## config.mk

```make
export PLATFORM = sky130hd
export DESIGN_NAME = address_conflict_probe_fsm_flat
export DESIGN_NICKNAME = d
export VERILOG_FILES = /design/src/acp_pkg.sv /design/src/acp_if.sv /design/src/acp_rem_unit.sv /design/src/address_conflict_probe_fsm.sv /design/src/flat_wrapper.sv
export SDC_FILE = /design/constraint.sdc
export NUM_CORES = 1
export LEC_CHECK = 0
export ABC_AREA = 1
export BUFFER_PORTS_ARGS = -buffer_cell sky130_fd_sc_hd__buf_2
export CAP_MARGIN = 30
export CORE_UTILIZATION = 45
export CTS_BUF_LIST = sky130_fd_sc_hd__clkbuf_16
export CTS_CLUSTER_SIZE = 40
export DETAILED_ROUTE_END_ITERATION = 6
export HOLD_SLACK_MARGIN = 0.02
export PLACE_DENSITY = 0.65
export SLEW_MARGIN = 10
export SYNTH_ARGS = -nofsm -noshare
export SYNTH_HDL_FRONTEND = slang
export SYNTH_SLANG_ARGS = --single-unit
export TNS_END_PERCENT = 50
```

## constraint.sdc

```tcl
create_clock -name clock -period 18.79 [get_ports clock]
set_input_delay 0.9395 -clock clock [delete_from_list [all_inputs] [get_ports clock]]
set_output_delay 0.9395 -clock clock [all_outputs]
set_load 0.005 [all_outputs]
```

## src/acp_pkg.sv

```systemverilog
// Shared widths, codes and timing constants for the address conflict probe engine.
package acp_pkg;

   // Payload widths
   localparam int REQ_TYPE_W = 2;
   localparam int TIME_W     = 64;
   localparam int RND_W      = 31;
   localparam int POLICY_W   = 2;
   localparam int OP_W       = 16;
   localparam int MAC_W      = 48;
   localparam int STATUS_W   = 2;
   localparam int SEND_W     = 2;
   localparam int EVENT_W    = 3;
   localparam int TACT_W     = 2;

   // Configuration
   localparam int ADDR_W     = 32;
   localparam int MULT_W     = 16;
   localparam int CSR_IDX_W  = 1;
   localparam int CSR_DATA_W = 32;
   localparam logic [CSR_IDX_W-1:0] CSR_PROBE_ADDRESS = 1'd0;
   localparam logic [CSR_IDX_W-1:0] CSR_TIMEOUT_MULT  = 1'd1;
   localparam logic [MULT_W-1:0]    MULT_RESET        = 16'd9000;

   // Engine parameters and timing units
   localparam int DEF_PROBE_COUNT    = 3;
   localparam int DEF_ANNOUNCE_COUNT = 3;
   localparam int DEF_RFC_MULTIPLIER = 9000;
   localparam int CNT_W       = 2;
   localparam int WAIT_UNIT   = 111;
   localparam int MIN_UNIT    = 111;
   localparam int MAX_UNIT    = 333;
   localparam int ANN_UNIT    = 222;
   localparam logic [TIME_W-1:0] DEFEND_GAP = 64'd10000000;
   // largest scaled delay or jitter span: 65535 * 222 fits in 24 bits
   localparam int DELAY_W     = 24;

   // Request kinds
   localparam logic [REQ_TYPE_W-1:0] REQ_START    = 2'd0;
   localparam logic [REQ_TYPE_W-1:0] REQ_TIMER    = 2'd1;
   localparam logic [REQ_TYPE_W-1:0] REQ_PACKET   = 2'd2;
   localparam logic [REQ_TYPE_W-1:0] REQ_ANNOUNCE = 2'd3;

   // Status codes
   localparam logic [STATUS_W-1:0] STAT_OK    = 2'd0;
   localparam logic [STATUS_W-1:0] STAT_INVAL = 2'd1;
   localparam logic [STATUS_W-1:0] STAT_UNEXP = 2'd2;

   // Packet to send
   localparam logic [SEND_W-1:0] SEND_NONE     = 2'd0;
   localparam logic [SEND_W-1:0] SEND_PROBE    = 2'd1;
   localparam logic [SEND_W-1:0] SEND_ANNOUNCE = 2'd2;

   // Raised events
   localparam logic [EVENT_W-1:0] EV_NONE     = 3'd0;
   localparam logic [EVENT_W-1:0] EV_READY    = 3'd1;
   localparam logic [EVENT_W-1:0] EV_USED     = 3'd2;
   localparam logic [EVENT_W-1:0] EV_DEFENDED = 3'd3;
   localparam logic [EVENT_W-1:0] EV_CONFLICT = 3'd4;

   // Timer actions
   localparam logic [TACT_W-1:0] TMR_LEAVE  = 2'd0;
   localparam logic [TACT_W-1:0] TMR_ARM    = 2'd1;
   localparam logic [TACT_W-1:0] TMR_CANCEL = 2'd2;

   // Defence policies
   localparam logic [POLICY_W-1:0] POLICY_NEVER   = 2'd0;
   localparam logic [POLICY_W-1:0] POLICY_ONCE    = 2'd1;
   localparam logic [POLICY_W-1:0] POLICY_ALWAYS  = 2'd2;
   localparam logic [POLICY_W-1:0] POLICY_INVALID = 2'd3;

endpackage

```

## src/acp_if.sv

```systemverilog
// Valid/ready channel interfaces for request and response transactions.
interface acp_req_if import acp_pkg::*; ();
   logic                  valid;
   logic                  ready;
   logic [REQ_TYPE_W-1:0] req_type;
   logic [TIME_W-1:0]     now_usec;
   logic                  owner_claim;
   logic                  tx_dropped;
   logic [RND_W-1:0]      random_value;
   logic [POLICY_W-1:0]   defend_policy;
   logic [OP_W-1:0]       arp_operation;
   logic [MAC_W-1:0]      sender_hw_address;

   modport source (
      output valid, req_type, now_usec, owner_claim, tx_dropped, random_value,
             defend_policy, arp_operation, sender_hw_address,
      input  ready
   );
   modport sink (
      input  valid, req_type, now_usec, owner_claim, tx_dropped, random_value,
             defend_policy, arp_operation, sender_hw_address,
      output ready
   );
endinterface

interface acp_rsp_if import acp_pkg::*; ();
   logic                valid;
   logic                ready;
   logic [STATUS_W-1:0] status;
   logic [SEND_W-1:0]   send_kind;
   logic [EVENT_W-1:0]  event_kind;
   logic [OP_W-1:0]     event_operation;
   logic [MAC_W-1:0]    event_sender;
   logic [TACT_W-1:0]   timer_action;
   logic [TIME_W-1:0]   timer_deadline;

   modport source (
      output valid, status, send_kind, event_kind, event_operation, event_sender,
             timer_action, timer_deadline,
      input  ready
   );
   modport sink (
      input  valid, status, send_kind, event_kind, event_operation, event_sender,
             timer_action, timer_deadline,
      output ready
   );
endinterface

```

## src/acp_rem_unit.sv

```systemverilog
// Bit-serial restoring remainder unit: one dividend bit per cycle.
module acp_rem_unit import acp_pkg::*; #(
   parameter int DIVIDEND_W = RND_W,
   parameter int DIVISOR_W  = DELAY_W
) (
   input  logic                  clock,
   input  logic                  reset,
   input  logic                  start,
   input  logic [DIVIDEND_W-1:0] dividend,
   input  logic [DIVISOR_W-1:0]  divisor,
   output logic                  done,
   output logic [DIVISOR_W-1:0]  remainder
);

   localparam int CNT_BITS = (DIVIDEND_W > 1) ? $clog2(DIVIDEND_W) : 1;
   localparam logic [CNT_BITS-1:0] LAST_BIT = CNT_BITS'(DIVIDEND_W - 1);

   logic                  busy_ff;
   logic                  done_ff;
   logic [CNT_BITS-1:0]   cnt_ff;
   logic [DIVIDEND_W-1:0] dvd_ff;
   logic [DIVISOR_W-1:0]  dvs_ff;
   logic [DIVISOR_W-1:0]  rem_ff;
   logic [DIVISOR_W:0]    trial;
   logic [DIVISOR_W:0]    diff;
   logic [DIVISOR_W-1:0]  rem_in;

   always_comb begin
      trial  = {rem_ff, dvd_ff[DIVIDEND_W-1]};
      diff   = trial - {1'b0, dvs_ff};
      // remainder stays below the divisor, so the low bits hold it
      rem_in = (trial >= {1'b0, dvs_ff}) ? diff[DIVISOR_W-1:0] : trial[DIVISOR_W-1:0];
   end

   always_ff @(posedge clock) begin
      if (reset) begin
         busy_ff <= 1'b0;
         done_ff <= 1'b0;
         cnt_ff  <= '0;
      end else begin
         done_ff <= 1'b0;
         if (start) begin
            busy_ff <= 1'b1;
            cnt_ff  <= LAST_BIT;
         end else if (busy_ff) begin
            cnt_ff <= cnt_ff - 1'b1;
            if (cnt_ff == '0) begin
               busy_ff <= 1'b0;
               done_ff <= 1'b1;
            end
         end
      end
   end

   always_ff @(posedge clock) begin
      if (start) begin
         dvd_ff <= dividend;
         dvs_ff <= divisor;
         rem_ff <= '0;
      end else if (busy_ff) begin
         dvd_ff <= {dvd_ff[DIVIDEND_W-2:0], 1'b0};
         rem_ff <= rem_in;
      end
   end

   assign done      = done_ff;
   assign remainder = rem_ff;

endmodule

```

## src/address_conflict_probe_fsm.sv

```systemverilog
// Top level: ARP address conflict detection engine with sequencer and jitter remainder unit.
// Path: a request is captured, decided in ST_DECIDE, passes ST_MOD_START and ST_MOD_WAIT (the
//   bit-serial remainder unit) when jitter applies, then ST_SUM and ST_FINISH; one request in flight at a time.
// A new request is taken only once the previous response has been loaded into the output register.
// A finished response waits in an output register while the next request is taken.
// Reset (synchronous, active high): phase idle, counters and defence state zero,
//   probe address 0, delay scale register 9000.
module address_conflict_probe_fsm import acp_pkg::*; #(
   parameter int PROBE_COUNT    = DEF_PROBE_COUNT,
   parameter int ANNOUNCE_COUNT = DEF_ANNOUNCE_COUNT,
   parameter int RFC_MULTIPLIER = DEF_RFC_MULTIPLIER
) (
   input  logic                  clock,
   input  logic                  reset,
   acp_req_if.sink               req_if,
   acp_rsp_if.source             rsp_if,
   input  logic                  csr_wr_en,
   input  logic [CSR_IDX_W-1:0]  csr_index,
   input  logic [CSR_DATA_W-1:0] csr_wr_data
);

   localparam logic [CNT_W-1:0]   PROBE_CNT = CNT_W'(PROBE_COUNT);
   localparam logic [CNT_W-1:0]   ANN_CNT   = CNT_W'(ANNOUNCE_COUNT);
   localparam logic [CNT_W-1:0]   CNT_SAT   = '1;
   localparam logic [DELAY_W-1:0] ANN_DELAY = DELAY_W'(RFC_MULTIPLIER * ANN_UNIT);

   typedef enum logic [2:0] {
      ST_IDLE, ST_DECIDE, ST_MOD_START, ST_MOD_WAIT, ST_SUM, ST_FINISH
   } seq_state_type;

   typedef enum logic [2:0] {
      PH_IDLE, PH_PROBING, PH_CONFIGURING, PH_ANNOUNCING, PH_FAILED
   } phase_type;

   seq_state_type state_ff, state_in;

   // engine state
   phase_type             phase_ff, phase_in;
   logic [CNT_W-1:0]      sent_ff, sent_in;
   logic [POLICY_W-1:0]   mode_ff, mode_in;
   logic [TIME_W-1:0]     last_def_ff, last_def_in;
   logic [ADDR_W-1:0]     probe_addr_ff;
   logic [MULT_W-1:0]     mult_ff;

   // captured request
   logic [REQ_TYPE_W-1:0] rq_type_ff;
   logic [TIME_W-1:0]     now_ff;
   logic                  hard_ff;
   logic                  dropped_ff;
   logic [RND_W-1:0]      rnd_ff;
   logic [POLICY_W-1:0]   policy_ff;
   logic [OP_W-1:0]       op_ff;
   logic [MAC_W-1:0]      mac_ff;

   // decision
   logic [STATUS_W-1:0]   status_ff, status_in;
   logic [SEND_W-1:0]     send_ff, send_in;
   logic [EVENT_W-1:0]    ev_ff, ev_in;
   logic [OP_W-1:0]       eop_ff, eop_in;
   logic [MAC_W-1:0]      esnd_ff, esnd_in;
   logic [TACT_W-1:0]     tact_ff, tact_in;
   logic [DELAY_W-1:0]    delay_ff, delay_in;
   logic [DELAY_W-1:0]    span_ff, span_in;
   logic [DELAY_W:0]      extra_ff;

   // response register
   logic                  rsp_valid_ff, rsp_valid_in;
   logic [STATUS_W-1:0]   o_status_ff;
   logic [SEND_W-1:0]     o_send_ff;
   logic [EVENT_W-1:0]    o_ev_ff;
   logic [OP_W-1:0]       o_eop_ff;
   logic [MAC_W-1:0]      o_esnd_ff;
   logic [TACT_W-1:0]     o_tact_ff;
   logic [TIME_W-1:0]     o_deadline_ff;

   logic [DELAY_W-1:0]    mult_min;
   logic [DELAY_W-1:0]    mult_span;
   logic [DELAY_W-1:0]    mult_wait;
   logic [CNT_W-1:0]      cnt_next;
   logic                  limited;
   logic                  conflict;
   logic                  req_fire;
   logic                  load_rsp;
   logic                  rem_start;
   logic                  rem_done;
   logic [DELAY_W-1:0]    rem_val;

   assign req_fire  = req_if.valid && req_if.ready;
   assign load_rsp  = (state_ff == ST_FINISH) && (!rsp_valid_ff || rsp_if.ready);
   assign rem_start = (state_ff == ST_MOD_START);

   acp_rem_unit #(
      .DIVIDEND_W (RND_W),
      .DIVISOR_W  (DELAY_W)
   ) u_rem (
      .clock     (clock),
      .reset     (reset),
      .start     (rem_start),
      .dividend  (rnd_ff),
      .divisor   (span_ff),
      .done      (rem_done),
      .remainder (rem_val)
   );

   // event decision, evaluated in ST_DECIDE
   always_comb begin
      mult_wait = DELAY_W'(mult_ff * WAIT_UNIT);
      mult_min  = DELAY_W'(mult_ff * MIN_UNIT);
      mult_span = DELAY_W'(mult_ff * ANN_UNIT);
      limited   = now_ff < (last_def_ff + DEFEND_GAP);
      conflict  = 1'b0;
      cnt_next  = sent_ff;

      phase_in    = phase_ff;
      sent_in     = sent_ff;
      mode_in     = mode_ff;
      last_def_in = last_def_ff;
      status_in   = STAT_OK;
      send_in     = SEND_NONE;
      ev_in       = EV_NONE;
      eop_in      = '0;
      esnd_in     = '0;
      tact_in     = TMR_LEAVE;
      delay_in    = '0;
      span_in     = '0;

      unique case (rq_type_ff)
         REQ_START: begin
            if (probe_addr_ff == '0) begin
               status_in = STAT_INVAL;
            end else begin
               phase_in    = PH_PROBING;
               mode_in     = POLICY_NEVER;
               last_def_in = '0;
               tact_in     = TMR_ARM;
               if (mult_ff != '0) begin
                  sent_in = '0;
                  span_in = mult_wait;
               end else begin
                  sent_in = PROBE_CNT;
               end
            end
         end
         REQ_TIMER: begin
            if (phase_ff == PH_PROBING) begin
               if (sent_ff < PROBE_CNT) begin
                  send_in  = SEND_PROBE;
                  cnt_next = dropped_ff ? sent_ff : sent_ff + 1'b1;
                  sent_in  = cnt_next;
                  tact_in  = TMR_ARM;
                  if (cnt_next < PROBE_CNT) begin
                     delay_in = mult_min;
                     span_in  = mult_span;
                  end else begin
                     delay_in = mult_span;
                  end
               end else begin
                  ev_in    = EV_READY;
                  phase_in = PH_CONFIGURING;
               end
            end else if (phase_ff == PH_ANNOUNCING) begin
               send_in  = SEND_ANNOUNCE;
               cnt_next = (!dropped_ff && sent_ff != CNT_SAT) ? sent_ff + 1'b1 : sent_ff;
               sent_in  = cnt_next;
               if (cnt_next < ANN_CNT) begin
                  tact_in  = TMR_ARM;
                  delay_in = ANN_DELAY;
               end
            end else begin
               status_in = STAT_UNEXP;
            end
         end
         REQ_PACKET: begin
            if (phase_ff == PH_PROBING) begin
               ev_in    = EV_USED;
               eop_in   = op_ff;
               esnd_in  = mac_ff;
               tact_in  = TMR_CANCEL;
               phase_in = PH_FAILED;
            end else if (phase_ff == PH_CONFIGURING) begin
               status_in = STAT_OK;
            end else if (phase_ff == PH_ANNOUNCING) begin
               if (hard_ff) begin
                  if (mode_ff == POLICY_ONCE) begin
                     if (limited) begin
                        conflict = 1'b1;
                     end else begin
                        send_in = SEND_ANNOUNCE;
                        if (dropped_ff) begin
                           conflict = 1'b1;
                        end else begin
                           last_def_in = now_ff;
                           ev_in       = EV_DEFENDED;
                        end
                     end
                  end else if (mode_ff == POLICY_ALWAYS) begin
                     if (!limited) begin
                        send_in     = SEND_ANNOUNCE;
                        last_def_in = now_ff;
                     end
                     ev_in = EV_DEFENDED;
                  end else begin
                     conflict = 1'b1;
                  end
                  if (conflict) begin
                     ev_in    = EV_CONFLICT;
                     tact_in  = TMR_CANCEL;
                     phase_in = PH_FAILED;
                  end
                  eop_in  = op_ff;
                  esnd_in = mac_ff;
               end
            end else begin
               status_in = STAT_UNEXP;
            end
         end
         REQ_ANNOUNCE: begin
            if (phase_ff == PH_IDLE || phase_ff == PH_FAILED) begin
               status_in = STAT_UNEXP;
            end else if (policy_ff == POLICY_INVALID) begin
               status_in = STAT_INVAL;
            end else begin
               phase_in = PH_ANNOUNCING;
               mode_in  = policy_ff;
               sent_in  = '0;
               tact_in  = TMR_ARM;
            end
         end
         default: status_in = STAT_UNEXP;
      endcase
   end

   // sequencer
   always_comb begin
      state_in     = state_ff;
      rsp_valid_in = rsp_valid_ff;
      if (rsp_valid_ff && rsp_if.ready) begin
         rsp_valid_in = 1'b0;
      end
      unique case (state_ff)
         ST_IDLE:      if (req_fire) state_in = ST_DECIDE;
         ST_DECIDE:    state_in = (span_in != '0) ? ST_MOD_START : ST_SUM;
         ST_MOD_START: state_in = ST_MOD_WAIT;
         ST_MOD_WAIT:  if (rem_done) state_in = ST_SUM;
         ST_SUM:       state_in = ST_FINISH;
         ST_FINISH: begin
            if (load_rsp) begin
               state_in     = ST_IDLE;
               rsp_valid_in = 1'b1;
            end
         end
         default:      state_in = ST_IDLE;
      endcase
   end

   always_ff @(posedge clock) begin
      if (reset) begin
         state_ff      <= ST_IDLE;
         rsp_valid_ff  <= 1'b0;
         phase_ff      <= PH_IDLE;
         sent_ff       <= '0;
         mode_ff       <= POLICY_NEVER;
         last_def_ff   <= '0;
         probe_addr_ff <= '0;
         mult_ff       <= MULT_RESET;
      end else begin
         state_ff     <= state_in;
         rsp_valid_ff <= rsp_valid_in;
         if (state_ff == ST_DECIDE) begin
            phase_ff    <= phase_in;
            sent_ff     <= sent_in;
            mode_ff     <= mode_in;
            last_def_ff <= last_def_in;
         end
         if (csr_wr_en) begin
            unique case (csr_index)
               CSR_PROBE_ADDRESS: probe_addr_ff <= csr_wr_data[ADDR_W-1:0];
               CSR_TIMEOUT_MULT:  mult_ff       <= csr_wr_data[MULT_W-1:0];
               default:           ;
            endcase
         end
      end
   end

   always_ff @(posedge clock) begin
      if (req_fire) begin
         rq_type_ff <= req_if.req_type;
         now_ff     <= req_if.now_usec;
         hard_ff    <= req_if.owner_claim;
         dropped_ff <= req_if.tx_dropped;
         rnd_ff     <= req_if.random_value;
         policy_ff  <= req_if.defend_policy;
         op_ff      <= req_if.arp_operation;
         mac_ff     <= req_if.sender_hw_address;
      end
      if (state_ff == ST_DECIDE) begin
         status_ff <= status_in;
         send_ff   <= send_in;
         ev_ff     <= ev_in;
         eop_ff    <= eop_in;
         esnd_ff   <= esnd_in;
         tact_ff   <= tact_in;
         delay_ff  <= delay_in;
         span_ff   <= span_in;
      end
      if (state_ff == ST_SUM) begin
         // jitter only when a span was set; the unit is skipped otherwise
         extra_ff <= {1'b0, delay_ff} + ((span_ff != '0) ? {1'b0, rem_val} : '0);
      end
      if (load_rsp) begin
         o_status_ff   <= status_ff;
         o_send_ff     <= send_ff;
         o_ev_ff       <= ev_ff;
         o_eop_ff      <= eop_ff;
         o_esnd_ff     <= esnd_ff;
         o_tact_ff     <= tact_ff;
         o_deadline_ff <= (tact_ff == TMR_ARM) ? now_ff + TIME_W'(extra_ff) : '0;
      end
   end

   assign req_if.ready           = (state_ff == ST_IDLE);
   assign rsp_if.valid           = rsp_valid_ff;
   assign rsp_if.status          = o_status_ff;
   assign rsp_if.send_kind       = o_send_ff;
   assign rsp_if.event_kind      = o_ev_ff;
   assign rsp_if.event_operation = o_eop_ff;
   assign rsp_if.event_sender    = o_esnd_ff;
   assign rsp_if.timer_action    = o_tact_ff;
   assign rsp_if.timer_deadline  = o_deadline_ff;

   // remainder completes only while the sequencer waits for it
   a_rem_done_in_wait: assert property (@(posedge clock) disable iff (reset)
      rem_done |-> state_ff == ST_MOD_WAIT)
      else $error("remainder done outside wait state");

   // a request transaction blocks further requests until its response is loaded
   a_one_in_flight: assert property (@(posedge clock) disable iff (reset)
      req_fire |=> !req_if.ready)
      else $error("request accepted while another is in flight");

   // error responses carry no event and no timer action
   a_error_clean: assert property (@(posedge clock) disable iff (reset)
      rsp_valid_ff && o_status_ff != STAT_OK |->
         o_ev_ff == EV_NONE && o_tact_ff == TMR_LEAVE && o_send_ff == SEND_NONE)
      else $error("error response with side effects");

endmodule
```

## src/flat_wrapper.sv

```systemverilog
// flat-port wrapper written by rule: the top's interface ports become plain ports
module address_conflict_probe_fsm_flat import acp_pkg::*;
#(
   parameter int PROBE_COUNT    = DEF_PROBE_COUNT,
   parameter int ANNOUNCE_COUNT = DEF_ANNOUNCE_COUNT,
   parameter int RFC_MULTIPLIER = DEF_RFC_MULTIPLIER
)
  (clock, reset, csr_wr_en, csr_index, csr_wr_data, req_if_valid, req_if_req_type, req_if_now_usec, req_if_owner_claim, req_if_tx_dropped, req_if_random_value, req_if_defend_policy, req_if_arp_operation, req_if_sender_hw_address, req_if_ready, rsp_if_valid, rsp_if_status, rsp_if_send_kind, rsp_if_event_kind, rsp_if_event_operation, rsp_if_event_sender, rsp_if_timer_action, rsp_if_timer_deadline, rsp_if_ready);
  acp_req_if req_if_i ();
  acp_rsp_if rsp_if_i ();
  input  logic clock;
  input  logic reset;
  input  logic csr_wr_en;
  input  logic [CSR_IDX_W-1:0] csr_index;
  input  logic [CSR_DATA_W-1:0] csr_wr_data;
  input wire logic [$bits(req_if_i.valid)-1:0] req_if_valid;
  input wire logic [$bits(req_if_i.req_type)-1:0] req_if_req_type;
  input wire logic [$bits(req_if_i.now_usec)-1:0] req_if_now_usec;
  input wire logic [$bits(req_if_i.owner_claim)-1:0] req_if_owner_claim;
  input wire logic [$bits(req_if_i.tx_dropped)-1:0] req_if_tx_dropped;
  input wire logic [$bits(req_if_i.random_value)-1:0] req_if_random_value;
  input wire logic [$bits(req_if_i.defend_policy)-1:0] req_if_defend_policy;
  input wire logic [$bits(req_if_i.arp_operation)-1:0] req_if_arp_operation;
  input wire logic [$bits(req_if_i.sender_hw_address)-1:0] req_if_sender_hw_address;
  output wire logic [$bits(req_if_i.ready)-1:0] req_if_ready;
  output wire logic [$bits(rsp_if_i.valid)-1:0] rsp_if_valid;
  output wire logic [$bits(rsp_if_i.status)-1:0] rsp_if_status;
  output wire logic [$bits(rsp_if_i.send_kind)-1:0] rsp_if_send_kind;
  output wire logic [$bits(rsp_if_i.event_kind)-1:0] rsp_if_event_kind;
  output wire logic [$bits(rsp_if_i.event_operation)-1:0] rsp_if_event_operation;
  output wire logic [$bits(rsp_if_i.event_sender)-1:0] rsp_if_event_sender;
  output wire logic [$bits(rsp_if_i.timer_action)-1:0] rsp_if_timer_action;
  output wire logic [$bits(rsp_if_i.timer_deadline)-1:0] rsp_if_timer_deadline;
  input wire logic [$bits(rsp_if_i.ready)-1:0] rsp_if_ready;
  assign req_if_i.valid = req_if_valid;
  assign req_if_i.req_type = req_if_req_type;
  assign req_if_i.now_usec = req_if_now_usec;
  assign req_if_i.owner_claim = req_if_owner_claim;
  assign req_if_i.tx_dropped = req_if_tx_dropped;
  assign req_if_i.random_value = req_if_random_value;
  assign req_if_i.defend_policy = req_if_defend_policy;
  assign req_if_i.arp_operation = req_if_arp_operation;
  assign req_if_i.sender_hw_address = req_if_sender_hw_address;
  assign req_if_ready = req_if_i.ready;
  assign rsp_if_valid = rsp_if_i.valid;
  assign rsp_if_status = rsp_if_i.status;
  assign rsp_if_send_kind = rsp_if_i.send_kind;
  assign rsp_if_event_kind = rsp_if_i.event_kind;
  assign rsp_if_event_operation = rsp_if_i.event_operation;
  assign rsp_if_event_sender = rsp_if_i.event_sender;
  assign rsp_if_timer_action = rsp_if_i.timer_action;
  assign rsp_if_timer_deadline = rsp_if_i.timer_deadline;
  assign rsp_if_i.ready = rsp_if_ready;
  address_conflict_probe_fsm #(.PROBE_COUNT(PROBE_COUNT), .ANNOUNCE_COUNT(ANNOUNCE_COUNT), .RFC_MULTIPLIER(RFC_MULTIPLIER)) u_core (.clock(clock), .reset(reset), .req_if(req_if_i), .rsp_if(rsp_if_i), .csr_wr_en(csr_wr_en), .csr_index(csr_index), .csr_wr_data(csr_wr_data));
endmodule
```

---- Yosys cells after proc, flatten, opt, wreduce, memory -nomap -nowiden ----
Index checks and enable logic that the tools add are counted.
word-level totals
  register bits after elaboration ......... 657
  latch bits .............................. 0
  memory bits (writable) .................. 0
  memory bits (read-only) ................. 0
  input bits .............................. 203
  output and inout bits ................... 139
  word-level logic and storage cells ...... 246
  memories ................................ 0
operators by class
  add/sub/neg operators ................... 6
  $mul .................................... 2
  div/mod/pow operators ................... 0
  $lt $le $gt $ge ......................... 5
  equal/unequal tests ..................... 38
  shift operators ......................... 0
  mux-type cells .......................... 125
  bitwise gates (word level) .............. 2
  reductions and logical operators ........ 29
operator list
  kind                                                 count
  two-way mux 64 bit                                   10
  two-way mux 24 bit                                   10
  two-way mux 48 bit                                   4
  case mux 64 bit (2 select lines)                     1
  two-way mux 2 bit                                    36
  two-way mux 3 bit                                    22
  adder 64 x 24 -> 64 bit (second input constant)      1
  adder 64 x 25 -> 64 bit                              1
  less-than comparator 64 bit                          1
  two-way mux 16 bit                                   4
  two-way mux 31 bit                                   2
  case mux 24 bit (2 select lines)                     1
  nonzero test 24 bit                                  2
  multiplier 16 x 7 -> 23 bit (second input constant)  2
  zero test 32 bit                                     1
  adder 24 x 25 -> 25 bit                              1
  >= comparator 25 x 24 -> 1 bit                       1
  subtractor 24 bit                                    1
  two-way mux 1 bit                                    23
  two-way mux 23 bit                                   1
  two-way mux 21 bit                                   1
  inequality test 2 bit (second input constant)        10
  AND reduction 10 bit                                 2
  case mux 3 bit (6 select lines)                      1
  other kinds (34)                                     68

---- Depth between registers and ports, before layout ----
Gate-level depths: netlist (run 1).
  depth after elaboration ................. 15
  gate-level depth with buffers ........... 31
  mapped depth without buffers ............ 30

---- Cells and area by module ----
From an unflattened synthesis (run 1), not the netlist that was laid out.
second synthesis, totals
  cell total of the unflattened synthesis .. 4052
  area total of the unflattened synthesis .. 35858.1 um2
modules (own cells, without submodules)
  module                      instances  cells each  area an instance (um2)
  address_conflict_probe_fsm  1          3303        30491.7
  acp_rem_unit                1          749         5366.4

---- Worst setup path before layout (run 1) ----
No wires, ideal clock.
  path type ............................... input port to flip-flop
  start point ............................. input rsp_if_ready
  end point ............................... register u_core.o_ev_ff[0], in the netlist u_core.rsp_if.event_kind[0] (enable)
  data arrival time ....................... 13.860 ns
  slack ................................... 3.961 ns
  stages on the path ...................... 2
  path buffers ............................ 0
  path through ............................ nor2_1 -> nor4_1
between the ends
  cells in the longest elaborated chain, start to end .. 2
ends and longest elaborated chain
  what                       RTL line                           RTL
  start: declaration         flat_wrapper.sv:34                 input wire logic [$bits(rsp_if_i.ready)-1:0] rsp_if_ready;
  logical OR 1 bit           address_conflict_probe_fsm.sv:89   assign load_rsp = (state_ff == ST_FINISH) && (!rsp_valid_ff || rsp_if.ready);
  logical AND 1 bit          address_conflict_probe_fsm.sv:89
  named net u_core.load_rsp  address_conflict_probe_fsm.sv:83   logic load_rsp;
  end signal: assignment     address_conflict_probe_fsm.sv:313  o_ev_ff <= ev_ff;
  end: declaration           address_conflict_probe_fsm.sv:70   logic [EVENT_W-1:0] o_ev_ff;
The timed path passes the listed nets, and every way through them passes these cells.
A chain may end at the register's enable or synchronous reset.

---- Final worst setup path (run 1) ----
  start point ............................. register u_core.last_def_ff[7]
  end point ............................... register u_core.last_def_ff[13]
between the ends
  cells in the longest elaborated chain, start to end .. 4
ends and longest elaborated chain
  what                                    RTL line                           RTL
  start: declaration                      address_conflict_probe_fsm.sv:41   logic [TIME_W-1:0] last_def_ff, last_def_in;
  start signal: assignment                address_conflict_probe_fsm.sv:273  last_def_ff <= last_def_in;
  adder 64 x 24 -> 64 bit                 address_conflict_probe_fsm.sv:110  limited = now_ff < (last_def_ff + DEFEND_GAP);
  less-than comparator 64 bit             address_conflict_probe_fsm.sv:110
  inequality test 2 bit (no source line)  --
  AND reduction 10 bit (no source line)   --
No other way between the ends.

==> results of run 1 <==
## state kept, by name (all words and copies together) (netlist names), 5 cells and up
name	flops
u_core.last_def_ff	64
u_core.now_ff	64
u_core.rsp_if.timer_deadline	64
u_core.esnd_ff	48
u_core.mac_ff	48
u_core.rsp_if.event_sender	48
u_core.probe_addr_ff	32
u_core.rnd_ff	31
u_core.u_rem.dvd_ff	31
u_core.extra_ff	25
u_core.delay_ff	24
u_core.span_ff	24
u_core.u_rem.dvs_ff	24
u_core.u_rem.remainder	24
u_core.eop_ff	16
u_core.mult_ff	16
u_core.op_ff	16
u_core.rsp_if.event_operation	16
u_core.u_rem.cnt_ff	5
## area by class of cell
cell class	instances	share of cell area, %
clock inverter	62	1.49
multi-input combinational	2379	35.4
antenna	5	0.0316
clock buffer	73	4.61
sequential	657	45.9
inverter	495	4.69
tap	978	3.09
timing repair buffer	364	4.78
## worst paths after layout
path,cells past startpoint,to
worst max register to register,30,u_core.last_def_ff[13]$_SDFFE_PP0P_
worst min register to register,0,u_core.rsp_if.event_sender[3]$_DFFE_PP_
worst min-delay path,0,u_core.rsp_if.event_sender[3]$_DFFE_PP_
worst max-delay path,30,u_core.last_def_ff[13]$_SDFFE_PP0P_
## per-layer routing
layer	share of wire (%)	wire length [µm]
met4	3.4	3010
met3	6.4	5720
met1	44	39500
met2	46	40500
met5	0.15	136
## critical path, delay by kind of cell, from the launching register on
kind / cells / cell delay (ps)
flops: 1 / 370
buf+inv: 2 / 590
simple gates: 22 / 3110
compound gates: 3 / 340
fa+ha+maj: 2 / 500
xor+xnor: 1 / 160
## stage by stage
step	instance area (µm²)	util, %	setup WS, ps
detailed placement	37200	49.1	13630
global placement	37200	49.0	13680
floorplan	34400	-	3960
finish	39600	52.3	13610
global route	39600	52.3	13090
CTS	39600	52.3	13590
## power by group through the flow
stage	sequential (mW)	combinational [mW]	clock, mW
2_1_floorplan	2.17	1.53	0
6_report	2.17	2.04	1.41
3_5_place_dp	2.19	2.03	0
4_1_cts	2.17	2.04	1.44
5_1_grt	2.20	2.33	1.50
3_3_place_gp	2.19	2.02	0
## logic make-up (layout without fill, tap and decap cells)
kind of cell | count (synthesis) | after routing | share of synthesized area, %
other | 0 | 5 | 0
adder cells (fa/ha/maj) | 261 | 261 | 10.7
multiplexers | 1 | 1 | 0.0291
buffers and inverters | 575 | 994 | 6.52
AO/OA/AOI/OAI | 594 | 594 | 9.62
flip-flops | 657 | 657 | 52.8
XOR/XNOR | 108 | 108 | 2.75
AND/OR/NAND/NOR | 1415 | 1415 | 17.6
## layout by cell type, fill, tap and decap left out, types with 6 or more instances in the layout
cell       instances
a31oi_1           18
dfxtp_1          154
a21oi_1          298
clkbuf_16         73
clkinv_1          19
o211ai_1          17
edfxtp_1         503
bufinv_16          6
nor3_1            64
buf_2            341
nand3b_1          10
buf_4             21
o21ai_0          168
nor2_2            11
o21a_1            25
a21o_1            10
xnor2_1           38
and2_1             6
clkinv_2          10
nand2_1          679
xor2_1            70
o31ai_1            7
inv_1            502
nand2_2           10
nand3_1          182
inv_2              7
fa_1              54
nor4_1            24
ha_1             206
nor2_1           351
nand4_1           48
==> results by group, run 1 <==
Clock tree
  – Clock Tree Buf Depth: 3
  – Clk root buf: clkbuf_16
  – CTS resizes: 0
  – CTS tree: done
  – Post-cts hold buffer count: 0
  – Clock latency on the worst-skew pair: 650 ps
  – Clock sinks: 657
  – Setup repair bufs after CTS: 0
  – Number of H-tree levels: 3
  – Clock-pin slew on the worst setup and hold paths: 60 ps
  – Num CTS Buffers: 73

Route
  – Vias: 26000
  – Routed WL: 88800 µm
  – Avg WL per Cell: 17.7 µm
  – DRC: 0
  – Drt via density: 5.19
  – Initial DRC Count: 1828
  – First drt pass iteration count: 6
  – Post-DRT Antenna Nets: 0

Global routing
  – First-pass GRT wire length: 137000 µm
  – Gr ovfl total: 0
  – Largest net degree at the start of global routing: 77
  – Met3 usage: 4.75%
  – Initial antenna violation count: 16
  – GR peak layer: met2
  – GRT Total Usage: 22.6%
  – M2 GR Usage: 36.1%
  – Met1 Usage GRT: 30.3%
  – Vias in the first global route: 25000

Logic synthesis
  – Post-synth EDFFs: 503
  – Sequential share of the synthesized area: 52.8%
  – Post-synthesis cell area: 34400 µm²
  – Synth Instances: 3611
  – Top cells by count, synth: nand2_1, edfxtp_1, inv_1, nor2_1, a21oi_1
  – Async SR Flop Fraction: 0%
  – Largest area contributor in the netlist: edfxtp_1
  – Yosys cell types: 64
  – Syn_nets: 4075
  – Primary FF master, synth: edfxtp_1
  – Synth top area cells: edfxtp_1, dfxtp_1, ha_1, nand2_1, inv_1
  – Synth warn: 0
  – Synth Register Bits: 657
  – Syn Area/Cell: 9.54 µm²
  – Top-area cell type share of the netlist area: 43.9%
  – Top-count cell post-synth: nand2_1

Power
  – Combinational power share: 36.3%
  – Pwr Total: 5.62 mW
  – Pwr per Cell Area: 142 nW/µm²
  – Pleak: 16.8 nW
  – Sequential Power Share: 38.6%
  – P_sw: 2.18 mW
  – Clock power share: 25.1%
  – Sw frac: 38.8%
  – Worst vdd ir: 0.0866 mV
  – Int Power: 3.44 mW

Timing
  – Final TNS setup: 0 ps
  – Count of final hold-check violations: 0
  – Final hold slack: 414 ps
  – Peak Freq: 193 MHz
  – RSZ-0062 raised after global routing: false
  – Pin slew with the least headroom to its limit: 943 ps
  – Slew HR: 37.1%
  – Final setup viols: 0
  – Clock skew: 49.6 ps
  – Max-slew violations: 0
  – Min Tclk post-route: 5180 ps
  – Part of the cycle the worst path needs: 27.6%

Cells and area
  – Seq. cell area: 18200 µm²
  – Synth-to-layout area growth: 15.1%
  – Share of post-route cells with drive strength above 1: 13.4%
  – Multi-input logic area: 14000 µm²
  – Filler cell count: 6981
  – Final nets: 4434
  – Post-Layout Cell Count: 5013

Place
  – DP HPWL: 66900 µm
  – IO buf count: 341
  – Placer's final routability congestion estimate: 0.944
  – Placed insts: 4872

Worst setup path
  – R2R Setup Slk: 13610 ps
  – Crit. Startpoint: u_core.last_def_ff[7]$_SDFFE_PP0P_
  – Worst Path Required: 19320 ps
  – Maximum fanout along the worst path: 45
  – Worst path arrival time: 5700 ps
  – Slowest CP cell: buf_4
  – CP most frequent cell: nand2_1
  – Reg-to-Reg Start: u_core.last_def_ff[7]$_SDFFE_PP0P_
  – Worst setup EP type: flip-flop
  – CP peak stage delay: 530 ps
  – Crit path launch type: flip-flop
  – Crit Path Class: reg -> reg

Flow run
  – Maximum Capacitance Violations: 0

Die
  – Die area: 77600 µm²
  – Rows: 101
  – Initial Util: 45.4%
  – Die Y: 279 µm
  – Area of the core: 75800 µm²
  – Num ports: 342
  – Die W: 279 µm

Min path
  – Hold Path Class: reg -> reg
  – Worst hold start: u_core.esnd_ff[3]$_SDFFCE_PN0N_

Run status
  – Outcome: complete, no violations
No activity file was read; power rests on OpenSTA's default activity.
==> run 2, diff against run 1 <==
--- a/config.mk
+++ b/config.mk
@@ -5,7 +5,7 @@
 export SDC_FILE = /design/constraint.sdc
 export NUM_CORES = 1
 export LEC_CHECK = 0
-export ABC_AREA = 1
+export ABC_AREA = 0
 export BUFFER_PORTS_ARGS = -buffer_cell sky130_fd_sc_hd__buf_2
 export CAP_MARGIN = 30
 export CORE_UTILIZATION = 45
@@ -13,7 +13,7 @@
 export CTS_CLUSTER_SIZE = 40
 export DETAILED_ROUTE_END_ITERATION = 6
 export HOLD_SLACK_MARGIN = 0.02
-export PLACE_DENSITY = 0.65
+export PLACE_DENSITY = 0.66
 export SLEW_MARGIN = 10
 export SYNTH_ARGS = -nofsm -noshare
 export SYNTH_HDL_FRONTEND = slang
==> constraint.sdc (replaced) <==
create_clock -name clock -period 5.3 [get_ports clock]
set_input_delay 0.265 -clock clock [delete_from_list [all_inputs] [get_ports clock]]
set_output_delay 0.265 -clock clock [all_outputs]
set_load 0.005 [all_outputs]
==> run 2 against run 1 <==
  * Combinational power grew to 2.6 times the previous value
  * Sequential share of layout area shrank 0.84 points
  * First-iteration DRC count fell by 9.1%
  * Largest power group unchanged
  * Worst setup slack got worse by 13000 ps
  * Critical path depth is 13 lower
  * Highest routed layer unchanged
  * Sequential cell count unchanged
  * Global-route usage shrank 1.8 points
  * Count of clock-buffer cells in the layout decreased by 1
==> results by group, run 2 <==
Logic synthesis
  – Synth Instances: 2961 (-18%)
  – Synth top area cells: edfxtp_1, dfxtp_1, ha_1, nand2_1, fa_1
  – Top-count cell post-synth: edfxtp_1
  – Syn Area/Cell: 11.1 µm² (+17%)
  – Top cells by count, synth: edfxtp_1, nand2_1, ha_1, a21oi_1, nor2_1
  – Sequential share of the synthesized area: 55.2% (+2.4 points)
  – Async SR Flop Fraction: 0% (unchanged)
  – Synth warn: 0 (unchanged)
  – Yosys cell types: 90 (+41%)
  – Post-synth EDFFs: 503 (unchanged)
  – Synth Register Bits: 657 (unchanged)
  – Primary FF master, synth: edfxtp_1
  – Post-synthesis cell area: 33000 µm² (-4.3%)
  – Largest area contributor in the netlist: edfxtp_1
  – Syn_nets: 3425 (-16%)
  – Top-area cell type share of the netlist area: 45.8% (+2.0 points)

Global routing
  – First-pass GRT wire length: 123000 µm (-10%)
  – GRT Total Usage: 20.9% (-1.8 points)
  – Largest net degree at the start of global routing: 138 (+79%)
  – Gr ovfl total: 0 (unchanged)
  – Vias in the first global route: 23200 (-7.3%)
  – Initial antenna violation count: 8 (-8)

Route
  – First drt pass iteration count: 5 (-1)
  – M1 WL: 34600 µm (-13%)
  – Routed WL: 79000 µm (-11%)
  – Avg WL per Cell: 17.4 µm (-2.0%)
  – Post-DRT Antenna Nets: 0 (unchanged)
  – Met2 wire len: 37600 µm (-7.1%)
  – Initial DRC Count: 1661 (-9.1%)
  – Top Layer Used: met5
  – DRC: 0 (unchanged)
  – Drt via density: 5.22 (+0.50%)
  – WL met3: 4620 µm (-19%)
  – Vias: 23700 (-8.8%)

Worst setup path
  – Maximum fanout along the worst path: 5 (-89%)
  – Crit path launch type: flip-flop
  – Worst Path Required: 5830 ps (-13490 ps)
  – Crit Path Class: reg -> reg
  – Worst setup EP type: flip-flop
  – Worst path arrival time: 5600 ps (-100 ps)

Power
  – Pwr per Cell Area: 413 nW/µm² (+190%)
  – Worst vdd ir: 0.338 mV (+290%)
  – Pleak: 15.9 nW (-5.1%)

Timing
  – Final hold slack: 69.5 ps (-345 ps)
  – Final setup viols: 0 (unchanged)
  – Count of final hold-check violations: 0 (unchanged)
  – Max-slew violations: 0 (unchanged)
  – Peak Freq: 197 MHz (+2.1%)
  – Fin worst setup slack: 227 ps (-13390 ps)
  – Pin slew with the least headroom to its limit: 1020 ps (+75.2 ps)
  – Clock skew: 20.5 ps (-29.1 ps)
  – RSZ-0062 raised after global routing: false
  – Part of the cycle the worst path needs: 95.7% (+68 points)
  – Min Tclk post-route: 5070 ps (-105 ps)
  – Slew HR: 32.1% (-5.0 points)

Die
  – Rows: 98 (-3.0%)
  – Area of the core: 72000 µm² (-5.1%)
  – Die Y: 273 µm (-2.1%)
  – Die area: 74300 µm² (-4.2%)
  – Num ports: 342 (unchanged)
  – Die W: 273 µm (-2.1%)
  – Initial Util: 45.8% (+0.38 points)

Cells and area
  – Final nets: 4000 (-9.8%)
  – Share of post-route cells with drive strength above 1: 16.1% (+2.7 points)
  – Most frequent cells in the layout: edfxtp_1, nand2_1, buf_2
  – Most common cell after layout, fill and taps aside: edfxtp_1
  – Synth-to-layout area growth: 22.6%

Clock tree
  – CTS tree: done
  – Clock latency on the worst-skew pair: 610 ps (-40 ps)
  – Clock sinks: 657 (unchanged)
  – Clk root buf: clkbuf_16
  – Num CTS Buffers: 71 (-2.7%)
  – Number of H-tree levels: 3 (unchanged)
  – Clock-pin slew on the worst setup and hold paths: 60 ps (about the same)
  – Clock Tree Buf Depth: 3 (unchanged)

Run status
  – Outcome: complete, no violations

Place
  – Pre-CTS setup slack: 15.4 ps (-13610 ps)
  – DP HPWL: 55000 µm (-18%)
  – IO buf count: 341 (unchanged)
  – Placer's final routability congestion estimate: 0.903 (-4.4%)

Min path
  – Hold Path Class: in -> reg

Flow run
  – Maximum Capacitance Violations: 0 (unchanged)
-- run 2: per-stage QoR --
stage / TNS (ps) / power, mW / cell area [µm²] / util [%] / cells
2_1_floorplan: -133040 / 10.3 / 33000 / - / 2961
5_1_grt: 0 / 17.7 / 40400 / 56.2 / 4548
3_3_place_gp: 0 / 11.6 / 35900 / 49.9 / 4205
4_1_cts: 0 / 16.7 / 40200 / 55.9 / 4536
3_5_place_dp: 0 / 11.7 / 36000 / 50.0 / 4208
6_report: 0 / 16.7 / 40400 / 56.2 / 4549
-- run 2: report_power, final --
part           internal, mW  switching, mW  total, mW
registers              6.20          0.320       6.52
logic                  2.33           2.99       5.31
clock network          2.79           2.05       4.84
total                  11.3           5.35       16.7
-- run 2: cell families after synthesis --
group	after synthesis	synth area share (%)
AO/OA/AOI/OAI	585	10.9
buffers and inverters	264	3.31
adder cells (fa/ha/maj)	261	11.1
XOR/XNOR	165	4.38
AND/OR/NAND/NOR	1016	14.7
multiplexers	13	0.395
flip-flops	657	55.2
-- run 2: metal layers --
metal  vias to the layer above  global-route usage [%]
met5                         -                       0
met4                         6                    6.14
met3                       151                    4.09
met2                       647                    34.7
met1                     11100                    27.6
li1                      11800                       -
-- run 2: final timing paths --
kind | from | end | slack (ps) | depth (start not counted)
setup / recovery | u_core.mult_ff[5]$_SDFFE_PP1P_ | u_core.state_ff[2]$_SDFFE_PP0P_ | 230 | 17
hold / removal | req_if_valid | u_core.state_ff[0]$_SDFFE_PP0P_ | 70 | 5
setup reg to reg | u_core.mult_ff[5]$_SDFFE_PP1P_ | u_core.state_ff[2]$_SDFFE_PP0P_ | 230 | 17
hold reg to reg | u_core.esnd_ff[31]$_SDFFCE_PN0N_ | u_core.rsp_if.event_sender[31]$_DFFE_PP_ | 420 | 0
-- run 2: area by class of cell --
type	count	area (µm²)
diodes	5	12.5
well taps	950	1190
fillers	5951	31600
inverters	159	597
clock buffers	72	1800
flip-flops and latches	657	18200
repair buffers	606	4270
multi-input cells	2041	13800
clock inverters	59	494
-- run 2: timing repair --
item	CTS	global route
hold endpoints to repair	213	0
hold buffers	197	0
setup buffers	0	7
resized for setup	2	26
pin swaps	0	8
gates cloned	0	1
endpoints found under the setup margin	7	70
-- run 2: critical path, cell delays in order (launching register included) --
cell,delay (ps)
dfxtp_1,320
fa_1,550
fa_1,440
fa_1,540
inv_1,50
fa_1,490
inv_1,40
ha_2,330
a2111oi_4,370
o21ai_2,140
a41oi_2,220
o21ai_2,90
a31o_1,230
xor2_1,150
or4_1,540
o41ai_2,210
buf_4,180
o2bb2ai_1,100
==> run 3, diff against run 2 <==
--- a/config.mk
+++ b/config.mk
@@ -8,12 +8,12 @@
 export ABC_AREA = 0
 export BUFFER_PORTS_ARGS = -buffer_cell sky130_fd_sc_hd__buf_2
 export CAP_MARGIN = 30
-export CORE_UTILIZATION = 45
+export CORE_UTILIZATION = 60
 export CTS_BUF_LIST = sky130_fd_sc_hd__clkbuf_16
 export CTS_CLUSTER_SIZE = 40
 export DETAILED_ROUTE_END_ITERATION = 6
 export HOLD_SLACK_MARGIN = 0.02
-export PLACE_DENSITY = 0.66
+export PLACE_DENSITY = 0.83
 export SLEW_MARGIN = 10
 export SYNTH_ARGS = -nofsm -noshare
 export SYNTH_HDL_FRONTEND = slang
==> run 3 against run 2 <==
  * Die area down 25%
  * Sequential share of layout area is 0.12 points higher
  * Worst setup slack lost 90 ps
  * Global-route usage is 12 points higher
  * The run now ends with design-rule violations left
  * Routed wire length increased by 19%
  * Fmax decreased by 1.7%
==> results by group, run 3 (same netlist as run 2, synthesis figures left out) <==
Run status
  – Outcome: finished, violations left
  – Failing checks: design-rule violations

Worst setup path
  – Worst r2r path cells: 18 (+1)
  – Crit Path Class: reg -> reg
  – Maximum fanout along the worst path: 4 (-1)
  – Worst path arrival time: 5710 ps (+110 ps)
  – Crit path launch type: flip-flop
  – Critical R2R Capture: u_core.state_ff[2]$_SDFFE_PP0P_
  – Worst setup EP type: flip-flop
  – Reg-to-Reg Start: u_core.mult_ff[6]$_SDFFE_PP0P_
  – R2R Setup Slk: 140 ps (-90 ps)
  – Worst Path Required: 5850 ps (+20 ps)

Place
  – DP HPWL: 56700 µm (+3.1%)
  – IO buf count: 341 (unchanged)
  – Placed insts: 3966 (-5.8%)
  – Area post-placement: 35700 µm² (-0.68%)
  – Pre-CTS setup slack: 0.247 ps (-15.1 ps)
  – Placer's final routability congestion estimate: 0.936 (+3.7%)

Power
  – Pleak: 16.0 nW (+0.59%)
  – P_sw: 5.80 mW (+8.3%)
  – Clock power share: 28.0% (-1.0 points)
  – Int Power: 11.2 mW (-1.2%)
  – Pwr Total: 17.0 mW (+1.8%)
  – Combinational power share: 33.3% (+1.4 points)
  – Sw frac: 34.1% (+2.0 points)
  – Worst vdd ir: 0.332 mV (-1.9%)
  – Sequential Power Share: 38.7% (-0.4 points)
  – Pwr per Cell Area: 421 nW/µm² (+2.0%)

Min path
  – WHS Endpoint: u_core.state_ff[0]$_SDFFE_PP0P_
  – Hold Path Class: in -> reg
  – Worst hold start: req_if_valid
  – Worst hold path stage count: 5 (unchanged)

Cells and area
  – Post-Layout Cell Count: 4320 (-5.0%)
  – Share of post-route cells with drive strength above 1: 16.6% (+0.59 points)
  – Fin area: 40300 µm² (-0.21%)
  – Most common cell after layout, fill and taps aside: edfxtp_1
  – Synth-to-layout area growth: 22.4%
  – Most frequent cells in the layout: edfxtp_1, nand2_1, buf_2
  – Final nets: 4024 (+0.60%)

Clock tree
  – Clock-pin slew on the worst setup and hold paths: 70 ps (about the same)
  – Clock sinks: 657 (unchanged)
  – Num CTS Buffers: 69 (-2.8%)
  – CTS tree: done
  – Clock latency on the worst-skew pair: 650 ps (+40 ps)
  – Clock Tree Buf Depth: 3 (unchanged)
  – Clk root buf: clkbuf_16
  – Number of H-tree levels: 3 (unchanged)

Timing
  – Slew HR: 33.7% (+1.6 points)
  – Count of final hold-check violations: 0 (unchanged)
  – Part of the cycle the worst path needs: 97.4% (+1.7 points)
  – Clock skew: 51.0 ps (+30.5 ps)
  – Min Tclk post-route: 5160 ps (+90.1 ps)
  – Pin slew with the least headroom to its limit: 995 ps (-23.8 ps)
  – Max-slew violations: 0 (unchanged)
  – Peak Freq: 194 MHz (-1.7%)
  – Fin worst setup slack: 137 ps (-90.1 ps)
  – RSZ-0062 raised after global routing: true
  – Final setup viols: 0 (unchanged)

Die
  – Die Y: 236 µm (-13%)
  – Num ports: 342 (unchanged)
  – Area of the core: 54000 µm² (-25%)
  – Rows: 85 (-13%)
  – Die area: 55900 µm² (-25%)
  – Initial Util: 61.0% (+15 points)
  – Die W: 236 µm (-13%)

Route
  – DRC: 3 (+3)
  – Post-DRT Antenna Nets: 0 (unchanged)
  – Avg WL per Cell: 21.8 µm (+25%)
  – Initial DRC Count: 2572 (+55%)
  – First drt pass iteration count: 7 (+2)
  – Routed WL: 94100 µm (+19%)
  – Drt via density: 6.03 (+16%)
  – Vias: 26000 (+9.8%)

Flow run
  – Maximum Capacitance Violations: 0 (unchanged)

Global routing
  – Largest net degree at the start of global routing: 93 (-33%)
  – Gr ovfl total: 0 (unchanged)
  – First-pass GRT wire length: 141000 µm (+14%)
  – Vias in the first global route: 26300 (+13%)
  – Initial antenna violation count: 10 (+2)
  – GRT Total Usage: 32.4% (+12 points)
## run 3: changes by cell type in the layout (fill, tap and decap cells not counted), sizes merged
cell / previous run / this run
buf: 409 / 428
bufinv: 6 / 2
diode: 5 / 8
clkbuf: 72 / 71
clkinv: 28 / 31
or2: 7 / 6
dlygate4sd3: 197 / 203
inv: 181 / 182
clkinvlp: 3 / 2
## run 3: cell type report
class / count / area, µm²
Antenna cell: 8 / 20.0
Clock buffer: 69 / 1730
Clock inverter: 58 / 449
Fill cell: 3273 / 13700
Inverter: 159 / 597
Multi-Input combinational cell: 2040 / 13900
Sequential cell: 657 / 18200
Tap cell: 696 / 871
Timing Repair Buffer: 633 / 4560
## run 3: timing repair
action / 4_1_cts / 5_1_grt
hold endpoints to repair: 214 / 0
hold buffers: 203 / 0
pin swaps: 1 / 24
setup endpoints to repair: 1 / 76
cloned: 0 / 2
gates resized for setup: 1 / 46
buffers inserted: 0 / 12
## run 3: routing by layer
metal / GRT usage, % / share of wire, % / vias up
met2: 57.6 / 50 / 1460
met3: 5.49 / 7.7 / 359
met1: 37.6 / 37 / 12400
met5: 0 / 0.0074 / -
met4: 16.6 / 5.6 / 2
li1: - / - / 11800
## run 3: worst max-delay path by stage
| stage | startpoint | end | slack, ps | depth (start not counted) |
|---|---|---|---|---|
| after floorplan | u_core.state_ff[0]$_SDFFE_PP0P_ | u_core.delay_ff[0]$_SDFFCE_PP0N_ | -1100 | 2 |
| after global placement | u_core.mult_ff[6]$_SDFFE_PP0P_ | u_core.state_ff[1]$_SDFFE_PP0P_ | 130 | 17 |
| after detailed placement | u_core.mult_ff[6]$_SDFFE_PP0P_ | u_core.state_ff[2]$_SDFFE_PP0P_ | 0.2 | 17 |
| after CTS | u_core.mult_ff[12]$_SDFFE_PP0P_ | u_core.state_ff[2]$_SDFFE_PP0P_ | 20 | 17 |
| after global routing | u_core.last_def_ff[7]$_SDFFE_PP0P_ | u_core.last_def_ff[23]$_SDFFE_PP0P_ | -110 | 22 |
| final | u_core.mult_ff[6]$_SDFFE_PP0P_ | u_core.state_ff[2]$_SDFFE_PP0P_ | 140 | 18 |
## run 3: worst max-delay path: stages (launching register included)
cell	delay, ps
dfxtp_2	360
buf_4	160
fa_1	550
fa_1	450
fa_1	560
inv_1	60
fa_1	490
inv_1	60
ha_4	270
o21a_1	140
o2bb2ai_2	100
a31oi_4	180
or4_1	130
o311ai_1	110
or3_1	390
or4_4	540
o41ai_2	200
buf_4	190
o2bb2ai_2	120
## run 3: through the flow
step                hold WS, ps  TNS, ps  utilization, %
finish                     92.2        0            74.7
global route                119    -3120            74.7
CTS                        25.3        0            73.9
detailed placement          405        0            66.1
global placement            401        0            66.0
floorplan                   364  -133040               -
## run 3: power by group through the flow
stage | logic (mW) | registers, mW | clock network (mW)
6_report | 5.66 | 6.56 | 4.75
5_1_grt | 6.25 | 6.59 | 4.94
4_1_cts | 5.40 | 6.53 | 4.66
3_5_place_dp | 5.23 | 6.63 | 0
3_3_place_gp | 5.08 | 6.61 | 0
2_1_floorplan | 3.79 | 6.55 | 0
